$ cat src/design/rgbc_pkg.sv
// Shared types and constants for the RGB 3x3 convolution block.
package rgbc_pkg;

	localparam int TAPS    = 9;
	localparam int PIX_W   = 24;
	localparam int COEF_W  = 16;
	localparam int SUM_W   = 32;
	localparam int MAG_W   = 27;
	localparam int ROW_W   = 12;
	localparam int COL_W   = 10;
	localparam int PIX_MAX = 255;
	localparam int KERNEL_SIZE = 3;

	localparam logic [2:0] CFG_WIDTH  = 3'd0;
	localparam logic [2:0] CFG_HEIGHT = 3'd1;
	localparam logic [2:0] CFG_KTOP   = 3'd2;
	localparam logic [2:0] CFG_KMID   = 3'd3;
	localparam logic [2:0] CFG_KBOT   = 3'd4;
	localparam logic [2:0] CFG_DIV    = 3'd5;

	typedef struct packed {
		logic [10:0] width;
		logic [12:0] height;
	} rgbc_dim_t;

	typedef struct packed {
		logic [TAPS-1:0][COEF_W-1:0] k;
		logic [COEF_W-1:0]           div;
	} rgbc_coef_t;

	typedef struct packed {
		logic [ROW_W-1:0]           row;
		logic [COL_W-1:0]           col;
		logic                       last;
		logic [TAPS-1:0][PIX_W-1:0] win;
	} rgbc_job_t;

endpackage

$ cat src/design/rgbc_queue.sv
// Two-entry job queue between front and back end.
module rgbc_queue (
	input  logic                clk,
	input  logic                arst_n,
	input  logic                push_valid,
	output logic                push_ready,
	input  rgbc_pkg::rgbc_job_t push_job,
	output logic                pop_valid,
	input  logic                pop_ready,
	output rgbc_pkg::rgbc_job_t pop_job
);

	rgbc_pkg::rgbc_job_t entry_q [2];
	logic       wr_q, rd_q;
	logic [1:0] count_q;
	logic       do_push, do_pop;

	assign push_ready = (count_q != 2'd2);
	assign pop_valid  = (count_q != 2'd0);
	assign do_push    = push_valid && push_ready;
	assign do_pop     = pop_valid && pop_ready;
	assign pop_job    = entry_q[rd_q];

	// store entries
	always_ff @(posedge clk) begin
		if (do_push) entry_q[wr_q] <= push_job;
	end

	// advance pointers and fill count
	always_ff @(posedge clk or negedge arst_n) begin
		if (!arst_n) begin
			wr_q    <= 1'b0;
			rd_q    <= 1'b0;
			count_q <= 2'd0;
		end else begin
			if (do_push) wr_q <= ~wr_q;
			if (do_pop) rd_q <= ~rd_q;
			count_q <= count_q + 2'(do_push) - 2'(do_pop);
		end
	end

endmodule

$ cat config.mk
export PLATFORM = sky130hd
export DESIGN_NAME = rgbc_queue
export DESIGN_NICKNAME = d
export VERILOG_FILES = /design/src/design/rgbc_pkg.sv /design/src/design/rgbc_queue.sv
export SDC_FILE = /design/constraint.sdc
export NUM_CORES = 1
export LEC_CHECK = 0
export BUFFER_PORTS_ARGS = -buffer_cell sky130_fd_sc_hd__buf_2
export CORE_MARGIN = 5
export CORE_UTILIZATION = 50
export CTS_CLUSTER_SIZE = 20
export DETAILED_ROUTE_END_ITERATION = 7
export PLACE_DENSITY = 0.88
export SLEW_MARGIN = 25
export SYNTH_ARGS = -nofsm -noshare
export SYNTH_HDL_FRONTEND = slang
export SYNTH_SLANG_ARGS = --single-unit
$ cat constraint.sdc
create_clock -name clk -period 15.6 [get_ports clk]
set_input_delay 3.9 -clock clk [delete_from_list [all_inputs] [get_ports clk]]
set_output_delay 3.9 -clock clk [all_outputs]
set_load 0.05 [all_outputs]
# ---- Word-level counts from Yosys, hierarchy flattened
# Memories as Yosys holds them, arrays and structs flattened.
# Index checks and enable logic that the tools add are counted.
dict set report totals {
  register_bits 4
  latch_bits 0
  ram_bits 478
  romBits 0
  inputBits 243
  output_inout_bits 241
  elab_cells 14
  mem_count 1
}
dict set report op_classes {
  n_addsub 2
  mul 0
  n_div 0
  n_lt_le_gt_ge 0
  n_eq_ne 1
  shift 0
  mux 2
  bitwise_logic 2
  reduce_logical 3
}
# name words word_bits rd rd_ports_with_merged_regs wr line_no
set mem_list {}
lappend mem_list {entry_q 2 239 1 0 1 rgbc_queue.sv:13} ;# rgbc_pkg::rgbc_job_t entry_q [2];
# op n
set op_table {}
lappend op_table {{adder 2 x 1 -> 2 bit} 1}
lappend op_table {{logical AND 1 bit} 2}
lappend op_table {{2-to-1 mux 1 bit} 2}
lappend op_table {{!= test 2 bit (second input constant)} 1}
lappend op_table {{NOT 1 bit} 2}
lappend op_table {{nonzero test 2 bit} 1}
lappend op_table {{subtractor 2 x 1 -> 2 bit} 1}

# ---- Longest topological paths before layout
dict set report depth {
  depth_word 4
  ltp_mapped 7
  depth_no_buf 7
}

# ---- Worst setup path after synthesis
# Ideal clock, no wire load.
dict set report synth_path {
  kind {input-to-reg}
  from {input push_valid}
  to {memory entry_q[0][0] (netlist name), enable pin}
  setup_ps 844
  arrival_time_ps 13922
  t_required_ps 14756
  path_slack_ps 834
  cell_stages 2
  path_buffers 0
  path_cell_list {nand2_1 -> nor2_1}
}
dict set report synth_between {
  elab_chain_len 3
}
# element line_no
set synth_lines {}
lappend synth_lines {{from (decl)} rgbc_queue.sv:5} ;# input logic push_valid,
lappend synth_lines {{logical AND 1 bit} rgbc_queue.sv:20} ;# assign do_push = push_valid && push_ready;
lappend synth_lines {{2-to-1 mux 1 bit} rgbc_queue.sv:26} ;# if (do_push) entry_q[wr_q] <= push_job;
lappend synth_lines {{2-to-1 mux 1 bit (implied by the code)} rgbc_queue.sv:26}
lappend synth_lines {{to (decl)} rgbc_queue.sv:13}
# No other way between the ends.

==> impl_metrics.json <==
{
  "htreeDepth": 2,
  "post-route-min-period_ps": 7761,
  "cpMostUsedCell": "buf_4",
  "numCtsBuffers": 46,
  "reg2reg_slack_ps": 12430,
  "grt_usage": 0.1857,
  "fin_hold_ws_ps": 518.6,
  "critPathMaxStageDelay_ps": 940,
  "ys_ff_latch": 482,
  "hpwl_mm": 27.80,
  "routabilityCongestion": 0.8040,
  "drv_slew": 0,
  "core.rowCount": 70,
  "yosysWarnings": 0,
  "drt_iter0_markers": 449,
  "vias": 9065,
  "r2r-end": "entry_q[1][109]$_DFFE_PP_",
  "status": "finished, final reports clean",
  "cts_resized": 0,
  "yosys.area.top_type": "edfxtp_1",
  "cp_max_fo": 57,
  "stdcell_count": 1788,
  "netlist_area_sq_mm": 0.01846,
  "synth_flop_cell": "edfxtp_1",
  "clkPwrFrac": 0.210,
  "async_flop_share": 0.008299,
  "synthTopCellsByArea": "edfxtp_1 78%, mux2_4 16%, buf_12 2.4%",
  "fp.dieH_um": 202.2,
  "holdPathStages": 1,
  "cts_tree": "built",
  "start_kind": "register",
  "dp_cells": 1696,
  "worstPathRequired_ps": 11700,
  "cts_hold_buffers": 0,
  "worstMarginPinSlew_ps": 1022,
  "crit_chain": "buf_4, buf_4, mux2_4, buf_2",
  "drv_cap": 0,
  "crit_arrival_ps": 3860,
  "path_buf_inv": 3,
  "setup_viol": 0,
  "ant_nets": 0,
  "critical-path-slowest-cell": "dfrtp_4",
  "min_path_type": "register to register",
  "total_power_mw": 5.200,
  "fin_crit_sh": 0.4975,
  "grt_pass1_vias": 9869,
  "reg2regPathDepth": 4,
  "syn_inst": 761,
  "pwr-share-comb": 0.429,
  "fin_skew_ps": 15.81,
  "cts_setup_buffers": 0,
  "path_clk_slew_ps": 60,
  "vdd_drop_max_v": 0.0001687,
  "final_hold_viol_count": 0,
  "drt_pass1_iterations": 4,
  "min_to": "count_q[0]$_DFF_PN0_",
  "dieWidth_um": 202.2,
  "worstReg2RegStart": "count_q[1]$_DFF_PN0_",
  "nFillCells": 2489,
  "cts_sinks": 482,
  "via_per_inst": 5.070,
  "num_io_pins": 484,
  "p_sw_frac": 0.4044,
  "fin_nets": 1521,
  "p_per_area_mw_per_mm2": 229.9,
  "syn_to_final_growth_pct": 22.50,
  "grt_max_degree": 76,
  "synth_edf_count": 478,
  "leakagePower_nw": 9.025,
  "cts_buffer_depth": 3,
  "postLayoutCellArea_sq_mm": 0.02262,
  "drive_above_1_share": 0.6139,
  "crit_path_end_kind": "primary output",
  "root_buffer": "clkbuf_16",
  "wl_per_cell_um": 21.90,
  "coreArea_sq_mm": 0.03652,
  "power_switching_mw": 2.103,
  "fin_tns_setup_ps": 0,
  "crit_family": "buffers and inverters",
  "pwr-share-seq": 0.361,
  "synth_top_area_frac": 0.7774,
  "slew_headroom": 0.3187,
  "rsz0062_at_grt": "false",
  "insertion_delay_ps": 560,
  "criticalPathCategory": "register to primary output",
  "initial_core_util": 0.5055,
  "max_freq_mhz": 128.9,
  "p_int_mw": 3.097,
  "drt-total-wl_mm": 39.16,
  "synth_area_per_cell_sq_um": 24.26,
  "ys_seq_area_frac": 0.7828,
  "dieArea_sq_mm": 0.04087,
  "hold_start": "count_q[0]$_DFF_PN0_",
  "grt_pass1_wl_mm": 58.17,
  "ys_types": 17,
  "drc": 0,
  "gr-total-overflow": 0,
  "antenna_found_initial": 13,
  "io_buffers": 483,
  "placed_cell_area_sq_mm": 0.02109,
  "synth_nets": 1006
}
[how the worst max path moves through the flow]
| stage | from | endpoint | slack [ps] | depth (start not counted) |
|---|---|---|---|---|
| after global placement | rd_q$_DFFE_PN0P_ | pop_job[45] | 8430 | 4 |
| after global routing | rd_q$_DFFE_PN0P_ | pop_job[45] | 7660 | 4 |
| after detailed placement | rd_q$_DFFE_PN0P_ | pop_job[45] | 8390 | 4 |
| final | rd_q$_DFFE_PN0P_ | pop_job[106] | 7840 | 4 |
| after CTS | rd_q$_DFFE_PN0P_ | pop_job[106] | 7780 | 4 |
| after floorplan | push_valid | entry_q[0][0]$_DFFE_PP_ | 830 | 2 |
[stage by stage]
step / utilization / setup slack [ps]
after CTS: 0.6188 / 7777
after global placement: 0.5776 / 8433
final: 0.6193 / 7839
after detailed placement: 0.5776 / 8389
after global routing: 0.6192 / 7657
after floorplan: - / 834.1
[synthesized netlist by cell type (2+ instances only)]
cell	number
ha_1	2
xnor2_1	3
dfrtp_1	4
mux2_4	200
mux2_2	39
edfxtp_1	478
buf_2	4
buf_12	22
[logic make-up after synthesis]
family / Yosys count / synth area share
xor+xnor: 4 / 0.001898
fa+ha+maj: 2 / 0.001355
buf+inv: 28 / 0.02575
flops: 482 / 0.7828
mux: 239 / 0.1864
simple gates: 6 / 0.001762
[cells in the final DEF, fill, tap and decap left out, types with 4 or more instances in the layout]
| master | Yosys | routed |
|---|---|---|
| buf_2 | 4 | 483 |
| buf_4 | 0 | 11 |
| bufinv_16 | 0 | 4 |
| clkbuf_1 | 0 | 12 |
| clkbuf_16 | 0 | 49 |
| clkinv_1 | 0 | 4 |
| clkinv_2 | 0 | 13 |
| diode_2 | 0 | 7 |
| edfxtp_1 | 478 | 478 |
| mux2_2 | 39 | 39 |
| mux2_4 | 200 | 200 |
[flip-flops by register name, indices dropped and copies added, names as in the netlist]
signal / count
rd_q: 1
count_q: 2
wr_q: 1
entry_q: 478
[worst reg2reg max path: cells and delay by family, from the launching register on]
kind | cells | cell delay (ps)
buffers and inverters | 2 | 1630
AND/OR/NAND/NOR | 2 | 740
flip-flops | 1 | 410
[per-layer routing]
metal,global-route usage,routed length [um]
met2,0.3213,20170
met1,0.2139,13900
met5,0,63
met3,0.06658,3854
met4,0.06814,1177
[power by group through the flow]
stage / sequential, mW / combinational (mW) / clock (mW)
2_1_floorplan: 1.95 / 1.93 / 0
3_3_place_gp: 1.89 / 2.22 / 0
3_5_place_dp: 1.91 / 2.24 / 0
4_1_cts: 1.88 / 2.25 / 1.12
5_1_grt: 1.90 / 2.31 / 1.18
6_report: 1.88 / 2.23 / 1.09
[cell type report]
cell class | count | area [sq um] | area share
diodes | 7 | 17.52 | 0.0007745
clock buffers | 63 | 1299 | 0.05742
clock inverters | 22 | 207.7 | 0.009183
inverters | 1 | 3.754 | 0.0001660
multi-input cells | 251 | 3547 | 0.1568
flip-flops and latches | 482 | 14460 | 0.6392
well taps | 468 | 585.6 | 0.02589
repair buffers | 494 | 2500 | 0.1105
Note: power is estimated with default switching activity, not from simulation.
