===== src/design/rgbc_pkg.sv =====
// Shared types and constants for the RGB 3x3 convolution block.
package rgbc_pkg;

	localparam int TAPS    = 9;
	localparam int PIX_W   = 24;
	localparam int COEF_W  = 16;
	localparam int SUM_W   = 32;
	localparam int MAG_W   = 27;
	localparam int ROW_W   = 12;
	localparam int COL_W   = 10;
	localparam int PIX_MAX = 255;
	localparam int KERNEL_SIZE = 3;

	localparam logic [2:0] CFG_WIDTH  = 3'd0;
	localparam logic [2:0] CFG_HEIGHT = 3'd1;
	localparam logic [2:0] CFG_KTOP   = 3'd2;
	localparam logic [2:0] CFG_KMID   = 3'd3;
	localparam logic [2:0] CFG_KBOT   = 3'd4;
	localparam logic [2:0] CFG_DIV    = 3'd5;

	typedef struct packed {
		logic [10:0] width;
		logic [12:0] height;
	} rgbc_dim_t;

	typedef struct packed {
		logic [TAPS-1:0][COEF_W-1:0] k;
		logic [COEF_W-1:0]           div;
	} rgbc_coef_t;

	typedef struct packed {
		logic [ROW_W-1:0]           row;
		logic [COL_W-1:0]           col;
		logic                       last;
		logic [TAPS-1:0][PIX_W-1:0] win;
	} rgbc_job_t;

endpackage


===== src/design/rgbc_if.sv =====


interface rgbc_res_if;
	logic        valid;
	logic        ready;
	logic [11:0] out_row;
	logic [9:0]  out_col;
	logic [7:0]  out_red;
	logic [7:0]  out_green;
	logic [7:0]  out_blue;
	logic        frame_last;
	modport source(output valid, out_row, out_col, out_red, out_green, out_blue,
		frame_last, input ready);
	modport sink(input valid, out_row, out_col, out_red, out_green, out_blue,
		frame_last, output ready);
endinterface



===== src/design/rgbc_back.sv =====
// Back end: serial multiply-accumulate, restoring divide and clamp.
module rgbc_back (
	input  logic                 clk,
	input  logic                 arst_n,
	input  logic                 pop_valid,
	output logic                 pop_ready,
	input  rgbc_pkg::rgbc_job_t  pop_job,
	input  rgbc_pkg::rgbc_coef_t coef,
	rgbc_res_if.source           res_out
);

	typedef enum logic [1:0] {B_IDLE, B_MAC, B_DIV, B_OUT} bstate_t;

	bstate_t state_q;
	rgbc_pkg::rgbc_job_t job_q;
	logic [3:0] tap_q;
	logic [4:0] step_q;
	logic signed [rgbc_pkg::SUM_W-1:0] acc_q [3];
	logic [rgbc_pkg::MAG_W-1:0]  num_q [3];
	logic [rgbc_pkg::COEF_W-1:0] rem_q [3];
	logic [rgbc_pkg::COEF_W-1:0] dv;
	logic [rgbc_pkg::COEF_W:0]   trial [3];
	logic signed [rgbc_pkg::SUM_W-1:0] prod [3];
	logic [rgbc_pkg::PIX_W-1:0]  sample;
	logic [rgbc_pkg::COEF_W-1:0] k;

	assign dv        = (coef.div == '0) ? rgbc_pkg::COEF_W'(1) : coef.div;
	assign pop_ready = (state_q == B_IDLE);
	assign sample    = job_q.win[tap_q];
	assign k         = coef.k[tap_q];

	// one tap product per plane, and one divide step per plane
	always_comb begin
		for (int p = 0; p < 3; p++) begin
			prod[p]  = rgbc_pkg::SUM_W'($signed({1'b0, sample[p*8 +: 8]}) * $signed(k));
			trial[p] = {rem_q[p], num_q[p][rgbc_pkg::MAG_W-1]};
		end
	end

	always_ff @(posedge clk or negedge arst_n) begin
		if (!arst_n) begin
			state_q       <= B_IDLE;
			res_out.valid <= 1'b0;
		end else begin
			unique case (state_q)
				B_IDLE: begin
					if (pop_valid) begin
						job_q   <= pop_job;
						tap_q   <= '0;
						for (int p = 0; p < 3; p++) acc_q[p] <= '0;
						state_q <= B_MAC;
					end
				end
				B_MAC: begin
					for (int p = 0; p < 3; p++) acc_q[p] <= acc_q[p] + prod[p];
					if (tap_q == 4'(rgbc_pkg::TAPS - 1)) begin
						state_q <= B_DIV;
						step_q  <= '0;
						for (int p = 0; p < 3; p++) begin
							num_q[p] <= '0;
							rem_q[p] <= '0;
						end
					end
					tap_q <= tap_q + 4'd1;
				end
				B_DIV: begin
					// first step loads the magnitude; a sum at or below zero clamps to zero
					if (step_q == '0 && tap_q != '0) begin
						for (int p = 0; p < 3; p++)
							num_q[p] <= (acc_q[p] > 0) ? rgbc_pkg::MAG_W'(acc_q[p]) : '0;
						tap_q <= '0;
					end else begin
						for (int p = 0; p < 3; p++) begin
							if (trial[p] >= {1'b0, dv}) begin
								rem_q[p] <= rgbc_pkg::COEF_W'(trial[p] - {1'b0, dv});
								num_q[p] <= {num_q[p][rgbc_pkg::MAG_W-2:0], 1'b1};
							end else begin
								rem_q[p] <= trial[p][rgbc_pkg::COEF_W-1:0];
								num_q[p] <= {num_q[p][rgbc_pkg::MAG_W-2:0], 1'b0};
							end
						end
						if (step_q == 5'(rgbc_pkg::MAG_W - 1)) state_q <= B_OUT;
						step_q <= step_q + 5'd1;
					end
				end
				B_OUT: begin
					if (!res_out.valid) begin
						res_out.valid      <= 1'b1;
						res_out.out_row    <= job_q.row;
						res_out.out_col    <= job_q.col;
						res_out.frame_last <= job_q.last;
						res_out.out_red    <= (num_q[0] > rgbc_pkg::PIX_MAX) ? 8'hFF : num_q[0][7:0];
						res_out.out_green  <= (num_q[1] > rgbc_pkg::PIX_MAX) ? 8'hFF : num_q[1][7:0];
						res_out.out_blue   <= (num_q[2] > rgbc_pkg::PIX_MAX) ? 8'hFF : num_q[2][7:0];
					end else if (res_out.ready) begin
						res_out.valid <= 1'b0;
						state_q       <= B_IDLE;
					end
				end
				default: state_q <= B_IDLE;
			endcase
		end
	end

endmodule


===== src/flat_wrapper.sv =====
// flat-port wrapper written by rule: the top's interface ports become plain ports
module rgbc_back_flat 
  (clk, arst_n, pop_valid, pop_ready, pop_job, coef, res_out_valid, res_out_out_row, res_out_out_col, res_out_out_red, res_out_out_green, res_out_out_blue, res_out_frame_last, res_out_ready);
  rgbc_res_if res_out_i ();
  input  logic clk;
  input  logic arst_n;
  input  logic pop_valid;
  output logic pop_ready;
  input  rgbc_pkg::rgbc_job_t pop_job;
  input  rgbc_pkg::rgbc_coef_t coef;
  output wire logic [$bits(res_out_i.valid)-1:0] res_out_valid;
  output wire logic [$bits(res_out_i.out_row)-1:0] res_out_out_row;
  output wire logic [$bits(res_out_i.out_col)-1:0] res_out_out_col;
  output wire logic [$bits(res_out_i.out_red)-1:0] res_out_out_red;
  output wire logic [$bits(res_out_i.out_green)-1:0] res_out_out_green;
  output wire logic [$bits(res_out_i.out_blue)-1:0] res_out_out_blue;
  output wire logic [$bits(res_out_i.frame_last)-1:0] res_out_frame_last;
  input wire logic [$bits(res_out_i.ready)-1:0] res_out_ready;
  assign res_out_valid = res_out_i.valid;
  assign res_out_out_row = res_out_i.out_row;
  assign res_out_out_col = res_out_i.out_col;
  assign res_out_out_red = res_out_i.out_red;
  assign res_out_out_green = res_out_i.out_green;
  assign res_out_out_blue = res_out_i.out_blue;
  assign res_out_frame_last = res_out_i.frame_last;
  assign res_out_i.ready = res_out_ready;
  rgbc_back u_core (.clk(clk), .arst_n(arst_n), .pop_valid(pop_valid), .pop_ready(pop_ready), .pop_job(pop_job), .coef(coef), .res_out(res_out_i));
endmodule

===== config.mk =====
export PLATFORM = sky130hd
export DESIGN_NAME = rgbc_back_flat
export DESIGN_NICKNAME = d
export VERILOG_FILES = /design/src/design/rgbc_pkg.sv /design/src/design/rgbc_if.sv /design/src/design/rgbc_back.sv /design/src/flat_wrapper.sv
export SDC_FILE = /design/constraint.sdc
export NUM_CORES = 2
export LEC_CHECK = 0
export ABC_AREA = 1
export BUFFER_PORTS_ARGS = -buffer_cell sky130_fd_sc_hd__buf_2
export CAP_MARGIN = 20
export CORE_MARGIN = 4
export CORE_UTILIZATION = 40
export DETAILED_ROUTE_END_ITERATION = 8
export GPL_TIMING_DRIVEN = 0
export PLACE_DENSITY = 0.62
export REMOVE_ABC_BUFFERS = 1
export SETUP_SLACK_MARGIN = 0.15
export SYNTH_ARGS = -nofsm -noshare
export SYNTH_HDL_FRONTEND = slang
export SYNTH_SLANG_ARGS = --single-unit

===== constraint.sdc =====
create_clock -name clk -period 18.8 [get_ports clk]
set_input_delay 0.94 -clock clk [delete_from_list [all_inputs] [get_ports clk]]
set_output_delay 0.94 -clock clk [all_outputs]
set_load 0.02 [all_outputs]

# Word level (Yosys, flattened, before mapping)
# Memories as Yosys holds them, arrays and structs flattened.
# Index checks and enable logic that the tools add are counted.
[totals] mem_bits_ro=0 latch_bits=0 ramBits=225 wordCells=175 register_bits=298 mem_count=3
[op_classes] div=0 n_mux=76 reduce_logical=22 eq_ne=12 add_sub_neg=8 n_shift=0 order_cmp=10 n_bitwise=19 multipliers=3
[mem_list] memory="u_core.acc_q" depth=3 word_bits=32 rd=3 rd_ports_with_merged_regs=0 wr=3 line="rgbc_back.sv:18" text="logic signed [rgbc_pkg::SUM_W-1:0] acc_q [3];"
[mem_list] memory="u_core.num_q" depth=3 word_bits=27 rd=3 rd_ports_with_merged_regs=0 wr=3 line="rgbc_back.sv:19" text="logic [rgbc_pkg::MAG_W-1:0] num_q [3];"
[mem_list] memory="u_core.rem_q" depth=3 word_bits=16 rd=3 rd_ports_with_merged_regs=0 wr=3 line="rgbc_back.sv:20" text="logic [rgbc_pkg::COEF_W-1:0] rem_q [3];"
[ops] cell="27-bit two-way mux" count=12
[ops] cell="16-bit two-way mux" count=8
[ops] cell="32-bit adder" count=3
[ops] cell="24-bit binary-select mux with 4-bit select" count=1
[ops] cell="32-bit by 1-bit > comparator with 1-bit output, second input constant" count=3
[ops] cell="32-bit two-way mux" count=3
[ops] cell="27-bit by 8-bit > comparator with 1-bit output, second input constant" count=3
[ops] cell="9-bit by 16-bit multiplier with 25-bit output" count=3
[ops] cell="16-bit binary-select mux with 4-bit select" count=1
[ops] cell="17-bit by 16-bit >= comparator with 1-bit output" count=3
[ops] cell="16-bit subtractor" count=3
[ops] cell="1-bit two-way mux" count=37
[ops] cell="24-bit two-way mux" count=1
[ops] cell="1-bit OR" count=18
[ops] cell="16-bit logical NOT" count=1
[ops] cell="2-bit two-way mux" count=6
[ops] cell="4-bit case mux with 3 select lines" count=1
[ops] cell="1-bit logical AND" count=11
[ops] cell="5-bit two-way mux" count=2
[ops] cell="5-bit case mux with 2 select lines" count=1
[ops] cell="4-bit two-way mux" count=2
[ops] cell="2-bit by 1-bit != test with 1-bit output, second input constant" count=4
[ops] cell="2-bit case mux with 4 select lines" count=1
[ops] cell="4-bit AND reduction" count=2
[ops] cell="other kinds (16)" count=20

# Logic depth before layout (Yosys ltp)
[logic_depth] depth_word=10 ltp_mapped=41 ltp_nobuf=39

# Least setup slack after synthesis
# OpenSTA, ideal clock, no wires.
[synth_path] path_kind="input -> register" startpoint="input port arst_n" endpoint="register u_core.job_q[0] (netlist bit) (enable)" path_slack_ns=6.765 path_buffers=1 setup_time_ns=0.843 t_arrival_ns=11.192 cell_stages=3 t_required_ns=17.957 cell_sequence="buf_2 inv_1 nor2_1"
[synth_between] elab_chain_len=1
[synth_rtl] element="start, declared" line="flat_wrapper.sv:6" text="input logic arst_n;"
[synth_rtl] element="3-bit AND reduction (no line)"
[synth_rtl] element="end signal, assigned" line="rgbc_back.sv:48" text="job_q <= pop_job;"
[synth_rtl] element="end, declared" line="rgbc_back.sv:15" text="rgbc_pkg::rgbc_job_t job_q;"
# Every way passes these cells.
# A chain may end at the register's enable or synchronous reset.

==> out/metrics.cfg <==
[setup_path]
cpPeakStageDelay_ps=780
cp.required_ps=19120
crit_type=reg2reg
cp-end-kind=register
worstSetupStartpointType=register
cp_common_cell=nand2_1
arrival_ps=9460
worstPathMaxFanout=114
slowest_stage=fa_1

[timing]
min_period_ps=9140
finalWorstSetupSlack_ps=9660
rsz0062_at_grt=false
max_slew_margin=0.380
fin_setup_tns_ps=0
hold_viol_final=0
tightest_slew_ps=931
maxSlewViolCount=0
fmax_ghz=0.109
finClkSkew_ps=37.8
post-route-period-util=0.486
setup_violations=0

[placed_design]
routabilityCongestion=0.923
preCtsSetupSlack_ps=9770
portBuffers=451
dpl.hpwl_um=99900

[global_routing]
grt_max_degree=115
antenna_found_initial=22
grt_pass1_vias=37000
busiest_layer=met2
grtUsageMet2=0.359
grt_pass1_wl_um=202000
met1_usage=0.284
use_met3=0.0351
grt_overflow=0
grt_usage=0.211

[drt]
drt_wl_total_um=128000
drt_pre_antenna_iters=6
drcViolationCount=0
drtAntennaViolNets=0
drtIter0Drc=2620
num_vias=37700
via_per_inst=5.06
wire_per_inst_um=17.2

[yosys]
async_flop_share=0.00574
synth_area_per_cell_um2=8.27
ys_ff_latch=523
synth_cells=5495
synth-edff-count=519
syn_area_um2=45500
synthFlopType=edfxtp_1
ys_warn_count=0
ys_types=55
yosysSeqAreaShare=0.345

[min_path]
hold_class=in2async

[clock_network]
cts_setup_buffers=0
cts-root-buf=clkbuf_16
ctsResizeCount=0
cts_sinks=523
tritoncts=yes
clk_pin_slew_worst_paths_ps=60
cts_buffer_depth=3
worstSkewPairLatency_ps=650
ctsHoldBuffers=0
cts_max_level=3
cts_inserted_buffers=66

[layout]
fin_nets=6910
layout_common_cells=1302 x nand2_1, 1053 x inv_1, 553 x nor2_1
layout-drive-gt1-share=0.123
area_growth_syn_to_layout_pct=13.8
layout_commonest_cell=nand2_1

[floorplanning]
initial_core_util=0.404
dieArea_um2=119000
die_y_um=345
die_w_um=345
core_area_um2=113000
num_rows=123
io_pins=452

[outcome]
outcome=finished, final reports clean

[job]
max-cap-violations=0

-- cell families (layout without fill, tap and decap cells) --
kind of cell	after synthesis	in the layout	synth area share
flip-flops	523	523	0.345
XOR/XNOR	88	88	0.0170
other	0	5	0
AND/OR/NAND/NOR	2188	2188	0.200
AO/OA/AOI/OAI	853	853	0.110
buffers and inverters	1228	1675	0.108
adder cells (fa/ha/maj)	615	615	0.221
-- critical path, delay by kind of cell, from the launching register on --
family                   cells  cell delay [ps]
adder cells (fa/ha/maj)      6             3010
AND/OR/NAND/NOR             11             2270
buffers and inverters        7             1440
AO/OA/AOI/OAI                5              880
flip-flops                   1              760
XOR/XNOR                     1              310
-- metrics by stage --
step | hold WS, ps | util | cells | instance area (um2)
6_report | 201 | 0.459 | 7447 | 51700
5_1_grt | 183 | 0.459 | 7444 | 51700
4_1_cts | 154 | 0.459 | 7439 | 51700
3_5_place_dp | 405 | 0.440 | 7321 | 49500
3_3_place_gp | 400 | 0.432 | 7285 | 48700
2_1_floorplan | 400 | - | 5334 | 44600
-- metal layers --
metal | wire length (um) | share of wire | vias up
li1 | - | - | 18400
met1 | 56900 | 0.44 | 17900
met2 | 60600 | 0.47 | 1074
met3 | 8060 | 0.063 | 190
met4 | 2490 | 0.019 | 30
met5 | 211 | 0.0016 | -
-- cells in the mapped netlist (all sizes together), types with 2 or more instances --
cell type,instances,area [um2]
clkbuf,50,189
o22ai,110,876
o21a,18,135
xnor2,44,385
dfrtp,3,75.1
o21ai,348,1820
ha,303,3790
o211ai,7,52.6
nor2,558,2110
a221oi,2,17.5
a21o,31,233
nor4,22,138
a31oi,19,119
o21bai,35,263
edfxtp,519,15600
and2,5,31.3
nand2,1319,5000
inv,1066,4000
nand4,49,307
xor2,44,385
nand3b,10,75.1
nor3,33,180
nand3,187,1190
a21oi,261,1310
or4,2,15.0
o31ai,6,45.0
or2,2,12.5
buf,111,701
a21boi,8,60.1
fa,312,6250
a211oi,5,50.1
-- cell type report --
cell class,instances,area [um2]
clock inverter,34,370
antenna,5,12.5
tap,1500,1880
timing repair buffer,490,3090
inverter,1067,4020
multi-input combinational,3744,24900
fill,11200,60900
sequential,523,15700
clock buffer,84,1760
-- state kept, by name, indices dropped and copies added (netlist names) --
name,cells
u_core.acc_q,96
u_core.job_q,239
u_core.num_q,81
u_core.rem_q,48
u_core.res_out.frame_last,1
u_core.res_out.out_blue,8
u_core.res_out.out_col,10
u_core.res_out.out_green,8
u_core.res_out.out_red,8
u_core.res_out.out_row,12
u_core.res_out.valid,1
u_core.state_q,2
u_core.step_q,5
u_core.tap_q,4
-- final timing paths --
path                                   start                   endpoint  slack, ps  depth (start not counted)
max in group asynchronous             arst_n       u_core.res_out.valid      18330                          1
setup / recovery             u_core.tap_q[0]        u_core.acc_q[0][90]       9660                         30
hold / removal                        arst_n          u_core.state_q[1]        200                          1
hold reg to reg            u_core.job_q[229]  u_core.res_out.out_row[2]        420                          0
min in group clk           u_core.job_q[229]  u_core.res_out.out_row[2]        420                          0
setup reg to reg             u_core.tap_q[0]        u_core.acc_q[0][90]       9660                         30
Power is left out: the tool's default activity adds up to more than one toggle a clock period on the data nets, which glitch-free logic cannot reach.
